**src/z80il_pkg.sv**
```systemverilog
// ----------------------------------------------------------------------------
// z80il_pkg
// Shared types and opcode constants for the Z80 instruction length and
// control-flow decoder.
// ----------------------------------------------------------------------------
package z80il_pkg;

  // Control-flow class of one decoded instruction.
  typedef enum logic [2:0] {
    FL_FALL   = 3'd0,
    FL_COND   = 3'd1,
    FL_UNCOND = 3'd2,
    FL_CALL   = 3'd3,
    FL_STOP   = 3'd4
  } flow_t;

  // One instruction position: its address and the next four code bytes.
  typedef struct packed {
    logic [15:0] address;
    logic [7:0]  byte0;
    logic [7:0]  byte1;
    logic [7:0]  byte2;
    logic [7:0]  byte3;
  } req_t;

  // Decode result for one instruction position.
  typedef struct packed {
    logic [2:0]  length;
    flow_t       flow;
    logic        target_valid;
    logic [15:0] target;
    logic        read_ref_valid;
    logic [15:0] read_ref;
    logic        write_ref_valid;
    logic [15:0] write_ref;
    logic        undecoded;
  } rsp_t;

  // Prefix bytes.
  localparam logic [7:0] OP_CB = 8'hCB;
  localparam logic [7:0] OP_ED = 8'hED;
  localparam logic [7:0] OP_DD = 8'hDD;
  localparam logic [7:0] OP_FD = 8'hFD;

  // Unprefixed and prefixed opcodes with special flow handling, and the base of the ED block group.
  localparam logic [7:0] OP_HALT  = 8'h76;
  localparam logic [7:0] ED_RETN  = 8'h45;
  localparam logic [7:0] ED_RETI  = 8'h4D;
  localparam logic [7:0] IX_JP_HL = 8'hE9;
  localparam logic [7:0] ED_BLOCK = 8'hA0;

  // Masks used to match opcode groups.
  localparam logic [7:0] MASK_XZ  = 8'hC7;
  localparam logic [7:0] MASK_XQZ = 8'hCF;

  // Instruction lengths.
  localparam logic [2:0] LEN_1 = 3'd1;
  localparam logic [2:0] LEN_2 = 3'd2;
  localparam logic [2:0] LEN_3 = 3'd3;
  localparam logic [2:0] LEN_4 = 3'd4;

endpackage

```
**src/z80il_if.sv**
```systemverilog
// ----------------------------------------------------------------------------
// z80il_req_if / z80il_rsp_if
// Valid/ready channels carrying decoder requests and decode results.
// ----------------------------------------------------------------------------
interface z80il_req_if;
  logic             valid;
  logic             ready;
  z80il_pkg::req_t  req;

  modport source (output valid, output req, input ready);
  modport sink   (input valid, input req, output ready);
endinterface

interface z80il_rsp_if;
  logic             valid;
  logic             ready;
  z80il_pkg::rsp_t  rsp;

  modport source (output valid, output rsp, input ready);
  modport sink   (input valid, input rsp, output ready);
endinterface

```
**src/z80_instruction_length_flow_decode.sv**
```systemverilog
// ----------------------------------------------------------------------------
// z80_instruction_length_flow_decode
// Z80 instruction length and control-flow decoder with an input register,
// a combinational decode and a result register.
// ----------------------------------------------------------------------------
// A request passes from the input register through the decode into the result register.
// Throughput: one request per cycle while the output is not stalled; the decode
// between the input and the result register is the only logic on the data path.
// A stalled result holds in the result register while the input register
// can still take one more request.
// Reset clears both valid flags; payload registers are not reset.
module z80_instruction_length_flow_decode (
  input  logic               clk,
  input  logic               rst_n,
  z80il_req_if.sink          in_chan,
  z80il_rsp_if.source        out_chan
);

  logic            s1_valid_r;
  logic            s1_valid_nxt;
  z80il_pkg::req_t s1_req_r;
  logic            out_valid_r;
  logic            out_valid_nxt;
  z80il_pkg::rsp_t out_r;
  z80il_pkg::rsp_t dec_rsp;
  logic            s1_ready;
  logic            s2_ready;

  z80il_decode u_decode (
    .req_i (s1_req_r),
    .rsp_o (dec_rsp)
  );

  assign s2_ready = !out_valid_r || out_chan.ready;
  assign s1_ready = !s1_valid_r || s2_ready;

  assign in_chan.ready  = s1_ready;
  assign out_chan.valid = out_valid_r;
  assign out_chan.rsp   = out_r;

  always_comb begin
    s1_valid_nxt  = s1_ready ? in_chan.valid : s1_valid_r;
    out_valid_nxt = s2_ready ? s1_valid_r : out_valid_r;
  end

  always_ff @(posedge clk) begin
    if (!rst_n) begin
      s1_valid_r  <= 1'b0;
      out_valid_r <= 1'b0;
    end else begin
      s1_valid_r  <= s1_valid_nxt;
      out_valid_r <= out_valid_nxt;
    end
  end

  always_ff @(posedge clk) begin
    if (s1_ready && in_chan.valid) begin
      s1_req_r <= in_chan.req;
    end
    if (s2_ready && s1_valid_r) begin
      out_r <= dec_rsp;
    end
  end

  // A request held in the input register is never dropped while the output stalls.
  a_s1_held: assert property (@(posedge clk) disable iff (!rst_n)
    s1_valid_r && !s2_ready |=> s1_valid_r && $stable(s1_req_r))
    else $error("input register lost a pending request");

  a_len_range: assert property (@(posedge clk) disable iff (!rst_n)
    out_valid_r |-> (out_r.length >= z80il_pkg::LEN_1) &&
                    (out_r.length <= z80il_pkg::LEN_4))
    else $error("instruction length out of range");

  a_undecoded_flow: assert property (@(posedge clk) disable iff (!rst_n)
    out_valid_r && out_r.undecoded |->
      (out_r.flow == z80il_pkg::FL_FALL) && !out_r.target_valid &&
      !out_r.read_ref_valid && !out_r.write_ref_valid)
    else $error("undecoded result carries flow or reference information");

  a_target_zero: assert property (@(posedge clk) disable iff (!rst_n)
    out_valid_r && !out_r.target_valid |-> (out_r.target == 16'h0000))
    else $error("target set without target_valid");

endmodule

```
**src/z80il_decode.sv**
```systemverilog
// ----------------------------------------------------------------------------
// z80il_decode
// Combinational decode of one instruction window: length, flow class,
// target and direct memory references for the main, CB, ED and DD/FD pages.
// ----------------------------------------------------------------------------
module z80il_decode (
  input  z80il_pkg::req_t req_i,
  output z80il_pkg::rsp_t rsp_o
);

  logic [7:0]  b0;
  logic [7:0]  b1;
  logic [15:0] w12;
  logic [15:0] w23;
  logic [15:0] rel;
  logic [1:0]  x;
  logic [2:0]  y;
  logic [2:0]  z;
  logic [1:0]  p;
  logic        q;

  // ED page group matches.
  logic ed_stop;
  logic ed_plain;
  logic ed_st_word;
  logic ed_ld_word;
  logic ed_block;

  // DD/FD page group matches.
  logic ix_plain;
  logic ix_mem3;
  logic ix_len4;

  assign b0  = req_i.byte0;
  assign b1  = req_i.byte1;
  assign w12 = {req_i.byte2, req_i.byte1};
  assign w23 = {req_i.byte3, req_i.byte2};
  // Relative jumps are taken from the address after the two-byte instruction.
  assign rel = req_i.address + 16'd2 + {{8{b1[7]}}, b1};

  assign x = b0[7:6];
  assign y = b0[5:3];
  assign z = b0[2:0];
  assign p = y[2:1];
  assign q = y[0];

  always_comb begin
    ed_stop    = (b1 == z80il_pkg::ED_RETN) || (b1 == z80il_pkg::ED_RETI);
    ed_plain   = (b1 == 8'h44) || (b1 == 8'h46) || (b1 == 8'h56) || (b1 == 8'h5E) ||
                 (b1 == 8'h47) || (b1 == 8'h4F) || (b1 == 8'h57) || (b1 == 8'h5F) ||
                 (b1 == 8'h67) || (b1 == 8'h6F) ||
                 ((b1 & z80il_pkg::MASK_XZ) == 8'h40) ||
                 ((b1 & z80il_pkg::MASK_XZ) == 8'h41) ||
                 ((b1 & z80il_pkg::MASK_XQZ) == 8'h42) ||
                 ((b1 & z80il_pkg::MASK_XQZ) == 8'h4A);
    ed_st_word = (b1 & z80il_pkg::MASK_XQZ) == 8'h43;
    ed_ld_word = (b1 & z80il_pkg::MASK_XQZ) == 8'h4B;
    // Undefined codes in the upper range with bit 2 clear pass as block ops.
    ed_block   = (b1 >= z80il_pkg::ED_BLOCK) && !b1[2];

    ix_plain = (b1 == 8'h23) || (b1 == 8'h2B) || (b1 == 8'hE5) || (b1 == 8'hE1) ||
               (b1 == 8'hF9) || (b1 == 8'hE3);
    ix_mem3  = (((b1 & z80il_pkg::MASK_XZ) == 8'h46) && (b1 != z80il_pkg::OP_HALT)) ||
               ((b1 & 8'hF8) == 8'h70) || (b1 == 8'h34) || (b1 == 8'h35) ||
               ((b1[7:6] == 2'b10) && (b1[2:0] == 3'd6));
    ix_len4  = (b1 == 8'h36) || (b1 == z80il_pkg::OP_CB);
  end

  always_comb begin
    rsp_o = '{length: z80il_pkg::LEN_1, flow: z80il_pkg::FL_FALL,
              target_valid: 1'b0, target: 16'h0000,
              read_ref_valid: 1'b0, read_ref: 16'h0000,
              write_ref_valid: 1'b0, write_ref: 16'h0000,
              undecoded: 1'b0};

    priority if (b0 == z80il_pkg::OP_CB) begin
      rsp_o.length = z80il_pkg::LEN_2;
    end else if (b0 == z80il_pkg::OP_ED) begin
      rsp_o.length = z80il_pkg::LEN_2;
      priority if (ed_stop) begin
        rsp_o.flow = z80il_pkg::FL_STOP;
      end else if (ed_plain) begin
        rsp_o.length = z80il_pkg::LEN_2;
      end else if (ed_st_word) begin
        rsp_o.length          = z80il_pkg::LEN_4;
        rsp_o.write_ref_valid = 1'b1;
        rsp_o.write_ref       = w23;
      end else if (ed_ld_word) begin
        rsp_o.length         = z80il_pkg::LEN_4;
        rsp_o.read_ref_valid = 1'b1;
        rsp_o.read_ref       = w23;
      end else if (ed_block) begin
        rsp_o.length = z80il_pkg::LEN_2;
      end else begin
        rsp_o.undecoded = 1'b1;
      end
    end else if ((b0 == z80il_pkg::OP_DD) || (b0 == z80il_pkg::OP_FD)) begin
      rsp_o.length = z80il_pkg::LEN_2;
      priority if (b1 == 8'h21) begin
        rsp_o.length = z80il_pkg::LEN_4;
      end else if (b1 == 8'h22) begin
        rsp_o.length          = z80il_pkg::LEN_4;
        rsp_o.write_ref_valid = 1'b1;
        rsp_o.write_ref       = w23;
      end else if (b1 == 8'h2A) begin
        rsp_o.length         = z80il_pkg::LEN_4;
        rsp_o.read_ref_valid = 1'b1;
        rsp_o.read_ref       = w23;
      end else if (ix_plain) begin
        rsp_o.length = z80il_pkg::LEN_2;
      end else if (b1 == z80il_pkg::IX_JP_HL) begin
        rsp_o.flow = z80il_pkg::FL_STOP;
      end else if (ix_mem3) begin
        rsp_o.length = z80il_pkg::LEN_3;
      end else if (ix_len4) begin
        rsp_o.length = z80il_pkg::LEN_4;
      end else begin
        // Unknown index form: the prefix stands alone as a data byte.
        rsp_o.length    = z80il_pkg::LEN_1;
        rsp_o.undecoded = 1'b1;
      end
    end else begin
      unique case (x)
        2'd0: begin
          unique case (z)
            3'd0: begin
              if (y >= 3'd2) begin
                rsp_o.length       = z80il_pkg::LEN_2;
                rsp_o.target_valid = 1'b1;
                rsp_o.target       = rel;
                rsp_o.flow         = (y == 3'd3) ? z80il_pkg::FL_UNCOND
                                                 : z80il_pkg::FL_COND;
              end
            end
            3'd1: begin
              if (!q) begin
                rsp_o.length = z80il_pkg::LEN_3;
              end
            end
            3'd2: begin
              if (p >= 2'd2) begin
                rsp_o.length = z80il_pkg::LEN_3;
                if (!q) begin
                  rsp_o.write_ref_valid = 1'b1;
                  rsp_o.write_ref       = w12;
                end else begin
                  rsp_o.read_ref_valid = 1'b1;
                  rsp_o.read_ref       = w12;
                end
              end
            end
            3'd6: begin
              rsp_o.length = z80il_pkg::LEN_2;
            end
            default: begin
            end
          endcase
        end
        2'd1: begin
          if (b0 == z80il_pkg::OP_HALT) begin
            rsp_o.flow = z80il_pkg::FL_STOP;
          end
        end
        2'd2: begin
        end
        2'd3: begin
          unique case (z)
            3'd1: begin
              if (q && ((p == 2'd0) || (p == 2'd2))) begin
                rsp_o.flow = z80il_pkg::FL_STOP;
              end
            end
            3'd2: begin
              rsp_o.length       = z80il_pkg::LEN_3;
              rsp_o.target_valid = 1'b1;
              rsp_o.target       = w12;
              rsp_o.flow         = z80il_pkg::FL_COND;
            end
            3'd3: begin
              if (y == 3'd0) begin
                rsp_o.length       = z80il_pkg::LEN_3;
                rsp_o.target_valid = 1'b1;
                rsp_o.target       = w12;
                rsp_o.flow         = z80il_pkg::FL_UNCOND;
              end else if (y <= 3'd3) begin
                rsp_o.length = z80il_pkg::LEN_2;
              end
            end
            3'd4: begin
              rsp_o.length       = z80il_pkg::LEN_3;
              rsp_o.target_valid = 1'b1;
              rsp_o.target       = w12;
              rsp_o.flow         = z80il_pkg::FL_CALL;
            end
            3'd5: begin
              if (q && (p == 2'd0)) begin
                rsp_o.length       = z80il_pkg::LEN_3;
                rsp_o.target_valid = 1'b1;
                rsp_o.target       = w12;
                rsp_o.flow         = z80il_pkg::FL_CALL;
              end
            end
            3'd6: begin
              rsp_o.length = z80il_pkg::LEN_2;
            end
            3'd7: begin
              // Restart vector comes straight from the opcode's y field.
              rsp_o.target_valid = 1'b1;
              rsp_o.target       = {10'd0, y, 3'd0};
              rsp_o.flow         = z80il_pkg::FL_CALL;
            end
            default: begin
            end
          endcase
        end
        default: begin
        end
      endcase
    end
  end

endmodule
```
**src/flat_wrapper.sv**
```systemverilog
// flat-port wrapper written by rule: the top's interface ports become plain ports
module z80_instruction_length_flow_decode_flat 
  (clk, rst_n, in_chan_valid, in_chan_req, in_chan_ready, out_chan_valid, out_chan_rsp, out_chan_ready);
  z80il_req_if in_chan_i ();
  z80il_rsp_if out_chan_i ();
  input  logic clk;
  input  logic rst_n;
  input wire logic [$bits(in_chan_i.valid)-1:0] in_chan_valid;
  input wire logic [$bits(in_chan_i.req)-1:0] in_chan_req;
  output wire logic [$bits(in_chan_i.ready)-1:0] in_chan_ready;
  output wire logic [$bits(out_chan_i.valid)-1:0] out_chan_valid;
  output wire logic [$bits(out_chan_i.rsp)-1:0] out_chan_rsp;
  input wire logic [$bits(out_chan_i.ready)-1:0] out_chan_ready;
  assign in_chan_i.valid = in_chan_valid;
  assign in_chan_i.req = in_chan_req;
  assign in_chan_ready = in_chan_i.ready;
  assign out_chan_valid = out_chan_i.valid;
  assign out_chan_rsp = out_chan_i.rsp;
  assign out_chan_i.ready = out_chan_ready;
  z80_instruction_length_flow_decode u_core (.clk(clk), .rst_n(rst_n), .in_chan(in_chan_i), .out_chan(out_chan_i));
endmodule
```
**config.mk**
```make
export PLATFORM = sky130hd
export DESIGN_NAME = z80_instruction_length_flow_decode_flat
export DESIGN_NICKNAME = d
export VERILOG_FILES = /design/src/z80il_pkg.sv /design/src/z80il_if.sv /design/src/z80_instruction_length_flow_decode.sv /design/src/z80il_decode.sv /design/src/flat_wrapper.sv
export SDC_FILE = /design/constraint.sdc
export NUM_CORES = 1
export LEC_CHECK = 0
export BUFFER_PORTS_ARGS = -buffer_cell sky130_fd_sc_hd__buf_2
export CAP_MARGIN = 20
export CORE_ASPECT_RATIO = 0.5
export CORE_UTILIZATION = 35
export CTS_CLUSTER_SIZE = 14
export DETAILED_ROUTE_END_ITERATION = 8
export PLACE_DENSITY = 0.61
export SYNTH_ARGS = -nofsm -noshare
export SYNTH_HDL_FRONTEND = slang
export SYNTH_SLANG_ARGS = --single-unit
```
**constraint.sdc**
```tcl
create_clock -name clk -period 11.49 [get_ports clk]
set_input_delay 2.298 -clock clk [delete_from_list [all_inputs] [get_ports clk]]
set_output_delay 2.298 -clock clk [all_outputs]
set_load 0.02 [all_outputs]
```
==> results.md, run 1 <==
- Die height: 91.3 microns
- Post_cts resized: 0
- DR WL/cell: 17.0 microns
- Hold Slack: 541 ps
- Share of cells above drive strength 1: 26.1%
- Final Cell Area: 0.00661 sq mm
- Pin count of the biggest net entering global routing: 59
- WS Path Type: in -> out
- Pre-Repair DR Iteration Count: 5
- Yosys reg bits: 108
- Final Cycle Share: 46.0%
- WL final: 12.7 mm
- Yosys cell types: 64
- M1 GR Usage: 23.1%
- Die area: 0.0165 sq mm
- Setup bufs post-CTS: 0
- CP Max Fanout: 4
- Clk root buf: clkbuf_16
- Clock group share of total power: 35.7%
- Gate power share: 13.0%
- Critical Path RT: 9190 ps
- Routability congestion estimate: 0.865
- Via count: 3,963
- Max_slew headroom: 44.0%
- Initial antenna violation count: 0
- Sink Count: 108
- FFs w/ async S/R, synth: 0%
- Layout area overhead: 18.5%
- Mean Syn Cell Area: 12.7 sq um
- Pint: 693 uW
- Hold Crit Class: reg -> reg
- Clock-pin slew on the worst setup and hold paths: 70 ps
- Highest clock rate: 189 MHz
- CP startpoint kind: input pin
- Cells after Synth: 439
- Die Width: 181 microns
- Leakage: 0.00253 uW
- GRT Util Overall: 15.7%
- Antenna-violating nets left: 0
- Crit path capture type: output pin
- Place WS: 6210 ps
- Clock Latency Late Sink: 350 ps
- DRT iter0 DRCs: 334
- Sequential fraction of the synthesis area: 57.8%
- Final min period: 5290 ps
- Status: finished clean
- Post-synth net total: 525
- EDFF count, synth: 106
- Placed inst area: 0.00628 sq mm
- Initial core utilization: 36.0%
- CTS H-tree lvls: 3
- Largest area contributor in the netlist: edfxtp_1
- Global routing usage on met2: 23.1%
- Endpoints failing hold: 0
- Worst IR drop on VDD: 76.4 uV
- IO Pins: 112
- CORE AREA: 0.0155 sq mm
- Area of the mapped netlist: 0.00558 sq mm
- Worst-margin pin slew: 840 ps
- Power per cell area: 140 mW/mm^2
- Syn. warnings: 0
- CTS tree: done
- Setup violators final: 0
- Psw: 231 uW
- Maximum buffer depth of the clock tree: 2
- TritonCTS Buffers: 9
- Fillers: 1,485
- Max-slew violations: 0
- Area contributors post-synth: edfxtp_1, ha_1, a32o_1, a22o_1, a21oi_1
- Share of the synthesized area in the top cell type: 57.1%
- Flop pwr share: 51.3%
- Row count: 32
- Vias per inst: 5.29
- Hpwl dp: 9.03 mm
- Vias in the first global route: 3,663
- Global-route wire length before repair: 19.8 mm
- PortBufs: 111
- Prevailing post-synth register cell: edfxtp_1
- Setup ws final: 6200 ps
- Nets: 627
- Busiest grt layer: met1
- Setup TNS: 0 ps
- RSZ-0062 raised after global routing: false
- Fin Clk Skew: 11.5 ps
- Remaining DRCs: 0
- Critical Path AT: 2990 ps
- Switch share: 25.0%
- # diodes: 0
- Total grt overflow: 0
- Max cap viols: 0
- Met3 usage: 3.45%
- Cts hold-fix bufs: 0
## path summary, 6_finish.rpt
kind | endpoint | from | cells past startpoint | slack, ps
hold / removal | u_core.out_chan.valid | u_core.s1_valid_r | 1 | 540
setup / recovery | in_chan_ready | out_chan_ready | 4 | 6200
hold reg to reg | u_core.out_chan.valid | u_core.s1_valid_r | 1 | 540
setup reg to reg | u_core.out_chan.rsp[48] | u_core.s1_req_r[17] | 11 | 8130
## registers in the layout, indices dropped and copies added, names as in the netlist
name / cells
u_core.out_chan.rsp: 58
u_core.s1_req_r: 48
u_core.s1_valid_r: 1
u_core.out_chan.valid: 1
## layer usage
| metal | up-vias | share of wire (%) |
|---|---|---|
| met4 | 0 | 0.95 |
| li1 | 1909 | - |
| met3 | 12 | 5.5 |
| met1 | 1894 | 50 |
| met5 | - | 0 |
| met2 | 148 | 44 |
## logic make-up after synthesis
kind of cell | after synthesis | share of synthesized area, %
compound gates | 132 | 17.6
simple gates | 117 | 11.6
flops | 108 | 57.8
buf+inv | 35 | 3.30
fa+ha+maj | 34 | 7.76
xor+xnor | 13 | 2.04
## power groups by stage
stage | sequential (uW) | clock (uW) | combinational, uW
2_1_floorplan | 488 | 0 | 74.1
3_3_place_gp | 483 | 0 | 118
3_5_place_dp | 483 | 0 | 119
4_1_cts | 474 | 337 | 120
5_1_grt | 477 | 349 | 133
6_report | 474 | 330 | 120
## critical path, stage by stage
cell	delay, ps
buf_2	90
nor2b_1	300
nand2_1	120
buf_2	180
## cells in the final DEF (no fill, tap or decap), types with 4 or more instances in the layout
cell       count
buf_2        111
edfxtp_1     106
ha_1          33
nand2_1       28
nor2_1        26
a21oi_1       26
a22o_1        17
a32o_1        17
o21ai_0       15
inv_1         10
xor2_1        10
clkbuf_16      9
nand2b_1       8
nor3_1         8
a22oi_1        8
a21o_1         8
nor2b_1        7
o21a_1         7
o21ai_1        7
or3_1          6
nand3_1        4
and2_1         4
## cell usage after synthesis, drive strengths merged (2+ instances only)
| cell | count |
|---|---|
| nor4b | 2 |
| nor4 | 2 |
| a32o | 17 |
| edfxtp | 106 |
| o21ai | 22 |
| nand4b | 3 |
| dfxtp | 2 |
| nand4 | 3 |
| a21o | 8 |
| a22oi | 8 |
| a21oi | 27 |
| a211oi | 2 |
| nand3b | 2 |
| o21a | 7 |
| o31ai | 2 |
| ha | 33 |
| a21boi | 4 |
| clkbuf | 6 |
| nor2b | 8 |
| or3 | 6 |
| nor3 | 8 |
| nand2b | 8 |
| xnor2 | 3 |
| buf | 18 |
| inv | 11 |
| and2 | 5 |
| and3 | 3 |
| a2111oi | 2 |
| nand2 | 29 |
| nand3 | 5 |
| and3b | 2 |
| a22o | 17 |
| o22ai | 2 |
| nor2 | 27 |
| o31a | 2 |
| a221oi | 2 |
| xor2 | 10 |
## through the flow
step                      utilization [%]  std cells  total power [uW]
after detailed placement             40.5        733               602
after floorplan                         -        439               562
after global placement               40.5        733               601
final                                42.7        749               924
after CTS                            42.5        748               931
after global routing                 42.7        749               958
## final cells by class
| cell class | instances | area, sq um | area share (%) |
|---|---|---|---|
| Timing Repair Buffer | 115 | 598 | 9.04 |
| Sequential cell | 108 | 3220 | 48.7 |
| Clock buffer | 9 | 225 | 3.41 |
| Inverter | 11 | 41.3 | 0.624 |
| Clock inverter | 6 | 88.8 | 1.34 |
| Multi-Input combinational cell | 296 | 2180 | 33.0 |
| Tap cell | 204 | 255 | 3.86 |
Note: power is estimated with default switching activity, not from simulation.
==> run 2, diff against run 1 <==
==> constraint.sdc (replaced) <==
create_clock -name clk -period 5.5 [get_ports clk]
set_input_delay 1.1 -clock clk [delete_from_list [all_inputs] [get_ports clk]]
set_output_delay 1.1 -clock clk [all_outputs]
set_load 0.02 [all_outputs]
==> run 2 against run 1 <==
Clock skew about the same. Critical path depth up 4. Cell count unchanged. Combinational power up 110%. Die area unchanged. Sequential share of layout area up 0.20 points. Worst hold slack worse by 15 ps. First-iteration DRC count up 12%. Via count down 0.76%. Power up 110%. Critical path type is now reg -> reg. Largest power group unchanged.
==> results.md, run 2 (synthesized netlist as in run 1, its figures left out) <==
- Cells after DPL: 733
- Row count: 32
- Crit-path max cell delay: 990 ps
- Most frequent cells in the layout: buf_2, edfxtp_1, ha_1, nand2_1
- Pre-Repair DR Iteration Count: 5
- Remaining DRCs: 0
- Vias per inst: 5.25
- Maximum buffer depth of the clock tree: 2
- Worst-margin pin slew: 1050 ps
- Crit-path cells: ha_1 > ha_1 > a21oi_1 > nand4b_1 > a21oi_1 > o31a_1 > or3_1 > a32o_1
- RSZ-0062 raised after global routing: false
- CTS H-tree lvls: 3
- Clock-pin slew on the worst setup and hold paths: 70 ps
- Clock Latency Late Sink: 350 ps
- Cts hold-fix bufs: 0
- Final Cycle Share: 59.4%
- Initial antenna violation count: 0
- CP startpoint kind: flip-flop
- Max-slew violations: 0
- Setup bufs post-CTS: 0
- Setup TNS: 0 ps
- Status: finished clean
- WL final: 12.9 mm
- Critical Path AT: 3370 ps
- Hold Crit Class: reg -> reg
- Placed inst area: 0.00628 sq mm
- Max_slew headroom: 30.0%
- Delay-heaviest family, CP: flip-flops
- Max FFs per register: 58
- Worst IR drop on VDD: 138 uV
- Routability congestion estimate: 0.837
- CP Max Fanout: 27
- Post_cts resized: 0
- Most common cell after layout, fill and taps aside: buf_2
- Via count: 3,933
- Critical path's slowest cell: edfxtp_1
- Initial core utilization: 36.0%
- Switch share: 26.3%
- Highest clock rate: 306 MHz
- Fin Clk Skew: 11.6 ps
- Crit path capture type: flip-flop
- Psw: 504 uW
- Leakage: 0.00252 uW
- Vias in the first global route: 3,803
- Hold Slack: 526 ps
- Pin count of the biggest net entering global routing: 49
- Final Cell Area: 0.00659 sq mm
- Max cap viols: 0
- Total grt overflow: 0
- Flop pwr share: 51.9%
- Pint: 1410 uW
- Antenna-violating nets left: 0
- DRT iter0 DRCs: 374
- WS Path Type: reg -> reg
- CORE AREA: 0.0155 sq mm
- Final min period: 3270 ps
- Die height: 91.3 microns
- TritonCTS Buffers: 9
- Critical Path RT: 5600 ps
- Nets: 626
- PortBufs: 111
- Power per cell area: 291 mW/mm^2
- Sink Count: 108
- Hpwl dp: 9.28 mm
- Die area: 0.0165 sq mm
- CP bufs+invs: 0
- # diodes: 0
- Clock group share of total power: 35.2%
- CTS tree: done
- GRT Util Overall: 16.1%
- Clk root buf: clkbuf_16
- Setup violators final: 0
- DR WL/cell: 17.3 microns
- IO Pins: 112
- Share of cells above drive strength 1: 26.1%
- Die Width: 181 microns
- Endpoints failing hold: 0
- Gate power share: 12.9%
- Layout area overhead: 18.0%
- Global-route wire length before repair: 20.4 mm
- Post-Layout Cell Count: 749
## run 2: power groups by stage
stage | registers (uW) | clock network [uW] | logic, uW
finish | 994 | 675 | 246
global route | 1000 | 714 | 274
CTS | 994 | 689 | 248
detailed placement | 1010 | 0 | 246
global placement | 1010 | 0 | 244
floorplan | 1020 | 0 | 155
## run 2: worst paths after layout
path	slack, ps	endpoint	startpoint	cells past startpoint
setup / recovery	2230	u_core.out_chan.rsp[48]	u_core.s1_req_r[19]	8
hold / removal	530	u_core.out_chan.valid	u_core.s1_valid_r	1
setup reg to reg	2230	u_core.out_chan.rsp[48]	u_core.s1_req_r[19]	8
hold reg to reg	530	u_core.out_chan.valid	u_core.s1_valid_r	1
## run 2: routing by layer
layer	vias up	track usage, %	share of wire, %
li1	1909	-	-
met1	1891	23.3	49
met2	122	24.0	43
met3	11	4.01	6.5
met4	0	4.06	1.1
met5	-	0	0
## run 2: cell type report
type	count	area (sq um)
clock buffer	10	229
clock inverter	6	77.6
timing repair buffer	114	578
multi-input combinational	296	2180
fill	1477	8910
tap	204	255
sequential	108	3220
inverter	11	41.3
## run 2: stage by stage
stage	util (%)	power, uW	worst slack, ps
finish	42.5	1910	2230
detailed placement	40.5	1260	2280
floorplan	-	1170	1260
CTS	42.5	1930	2260
global placement	40.5	1260	2360
global route	42.5	1990	2060
==> run 3, diff against run 2 <==
--- a/config.mk
+++ b/config.mk
@@ -5,13 +5,14 @@
 export SDC_FILE = /design/constraint.sdc
 export NUM_CORES = 1
 export LEC_CHECK = 0
+export ABC_AREA = 1
 export BUFFER_PORTS_ARGS = -buffer_cell sky130_fd_sc_hd__buf_2
 export CAP_MARGIN = 20
 export CORE_ASPECT_RATIO = 0.5
 export CORE_UTILIZATION = 35
 export CTS_CLUSTER_SIZE = 14
 export DETAILED_ROUTE_END_ITERATION = 8
-export PLACE_DENSITY = 0.61
+export PLACE_DENSITY = 0.6
 export SYNTH_ARGS = -nofsm -noshare
 export SYNTH_HDL_FRONTEND = slang
 export SYNTH_SLANG_ARGS = --single-unit
==> constraint.sdc (replaced) <==
create_clock -name clk -period 3.3 [get_ports clk]
set_input_delay 0.66 -clock clk [delete_from_list [all_inputs] [get_ports clk]]
set_output_delay 0.66 -clock clk [all_outputs]
set_load 0.02 [all_outputs]
==> run 3 against run 2 <==
Worst setup slack got worse by 1600 ps. Clock power is 64% higher. Clock-buffer cell count is 1 lower. Combinational power increased by 85%. Final area grew 9.9%. Synthesized cell count rose by 51%. Maximum frequency is 22% higher. Critical path depth is 3 higher.
==> results.md, run 3 <==
- Max cap viols: 0
- WL final: 15.5 mm
- Worst-margin pin slew: 795 ps
- Prevailing post-synth register cell: edfxtp_1
- Yosys reg bits: 108
- WS Path Type: reg -> reg
- PortBufs: 111
- Layout area overhead: 18.7%
- TritonCTS Buffers: 9
- Global routing usage on met2: 26.2%
- Worst IR drop on VDD: 255 uV
- Total grt overflow: 0
- Die Width: 189 microns
- Yosys cell types: 39
- Max_slew headroom: 47.0%
- GRT Util Overall: 18.1%
- Share of the synthesized area in the top cell type: 52.2%
- Clock-pin slew on the worst setup and hold paths: 90 ps
- Max FFs per register: 58
- CORE AREA: 0.0167 sq mm
- Setup violators final: 0
- Final min period: 2680 ps
- Final Cycle Share: 81.2%
- Post-Layout Cell Count: 1,011
- IO Pins: 112
- RSZ-0062 raised after global routing: false
- Area contributors post-synth: edfxtp_1, nand2_1, ha_1, inv_1, nand3_1
- M1 GR Usage: 27.1%
- Crit-path max cell delay: 530 ps
- Highest clock rate: 373 MHz
- Via count: 4,785
- Largest area contributor in the netlist: edfxtp_1
- Fin Clk Skew: 14.1 ps
- Worst Setup SP: u_core.s1_req_r[17]
- Clk root buf: clkbuf_16
- # diodes: 0
- Pre-Repair DR Iteration Count: 5
- Cell with the most instances after synthesis: nand2_1
- CP dominant cell by count: nand3_1
- Leakage: 0.00336 uW
- Routability congestion estimate: 0.878
- Crit Reg-Reg Startpoint: u_core.s1_req_r[17]
- CP Max Fanout: 9
- Crit-path cells: inv_1 > ha_1 > inv_1 > ha_1 > fa_1 > nand3_1 > nand3_1 > or2_2 > nand3_1 > nand2_1 > o21a_1
- Critical path's slowest cell: edfxtp_1
- Hold Crit Class: in -> reg
- Final core occ: 43.4%
- Place WS: 650 ps
- Vias per inst: 4.73
- Most frequent cells in the layout: nand2_1, buf_2, edfxtp_1, inv_1, nand3_1
- Nets: 865
- Setup ws final: 621 ps
- Die area: 0.0180 sq mm
- Die height: 95.3 microns
- CTS H-tree lvls: 3
- Row count: 33
- Critical Path AT: 2800 ps
- Top cells by count, synth: nand2_1, edfxtp_1, inv_1
- Critical Path RT: 3430 ps
- Cells after Synth: 662
- Mean Syn Cell Area: 9.21 sq um
- Status: finished clean
- DR WL/cell: 15.3 microns
- Global-route wire length before repair: 24.5 mm
- Maximum buffer depth of the clock tree: 2
- CP bufs+invs: 2
- Area of the mapped netlist: 0.00609 sq mm
- CTS tree: done
- Post_cts resized: 0
- Busiest grt layer: met1
- CP startpoint kind: flip-flop
- Most common cell after layout, fill and taps aside: nand2_1
- Remaining DRCs: 0
- FFs w/ async S/R, synth: 0%
- Endpoints failing hold: 0
- Cells after DPL: 995
- Initial antenna violation count: 0
- Syn. warnings: 0
- Power per cell area: 440 mW/mm^2
- Crit path capture type: flip-flop
- Cts hold-fix bufs: 0
- Share of cells above drive strength 1: 24.0%
- Initial core utilization: 36.5%
- Setup TNS: 0 ps
- Clock Latency Late Sink: 360 ps
- HP Start: in_chan_req[13]
- Vias in the first global route: 4,521
- Delay-heaviest family, CP: adder cells
- DRT iter0 DRCs: 334
- EDFF count, synth: 106
- Setup bufs post-CTS: 0
- Hpwl dp: 11.9 mm
- Pin count of the biggest net entering global routing: 59
- Antenna-violating nets left: 0
- Max-slew violations: 0
- Met3 usage: 4.16%
- Sequential fraction of the synthesis area: 52.9%
- Post-synth net total: 748
- Sink Count: 108
- Hold Slack: 463 ps
-- run 3: changes by cell type in the layout (fill, tap and decap cells not counted), moves of 8 or more --
cell,before,now
nand2b_1,8,0
xor2_1,10,1
a22o_1,17,0
nand2_2,0,24
o21ai_0,15,5
inv_1,10,77
nand2_1,28,206
nor2_1,26,41
a32o_1,17,0
a21o_1,8,0
nand3_1,4,54
inv_2,1,10
-- run 3: worst paths after layout --
check | endpoint | slack, ps | cells past startpoint
hold reg to reg | u_core.out_chan.valid | 540 | 2
hold / removal | u_core.s1_req_r[13] | 460 | 1
setup reg to reg | u_core.out_chan.rsp[40] | 620 | 11
setup / recovery | u_core.out_chan.rsp[40] | 620 | 11
-- run 3: cells by family (layout without fill, tap and decap cells) --
| group | Yosys count | after routing | share of synthesized area [%] |
|---|---|---|---|
| xor gates and xnor gates | 2 | 2 | 0.287 |
| AOI/OAI and AO/OA | 57 | 57 | 5.36 |
| adders and majority gates | 34 | 34 | 7.10 |
| DFF | 108 | 108 | 52.9 |
| and+or+nand+nor | 362 | 362 | 27.6 |
| buffers and inverters | 99 | 221 | 6.73 |
-- run 3: cell type report --
cell class / count / area (sq um)
Clock buffer: 9 / 225
Clock inverter: 7 / 91.3
Fill cell: 1669 / 9450
Inverter: 89 / 334
Multi-Input combinational cell: 455 / 2470
Sequential cell: 108 / 3220
Tap cell: 227 / 284
Timing Repair Buffer: 116 / 606
-- run 3: per-stage QoR --
stage | total power [uW] | instance area [sq um]
6_report | 3180 | 7240
5_1_grt | 3340 | 7240
4_1_cts | 3220 | 7240
3_5_place_dp | 2110 | 6920
3_3_place_gp | 2100 | 6920
2_1_floorplan | 1950 | 6100
-- run 3: power breakdown --
group,switching [uW],total (uW),internal [uW]
sequential,51.3,1620,1570
clock,565,1110,545
combinational,299,455,156
total,915,3180,2270
-- run 3: metal layers --
metal,part of all wire [%],up-vias
li1,-,2436
met1,53,2206
met2,40,130
met3,5.7,13
met4,0.97,0
met5,0,-
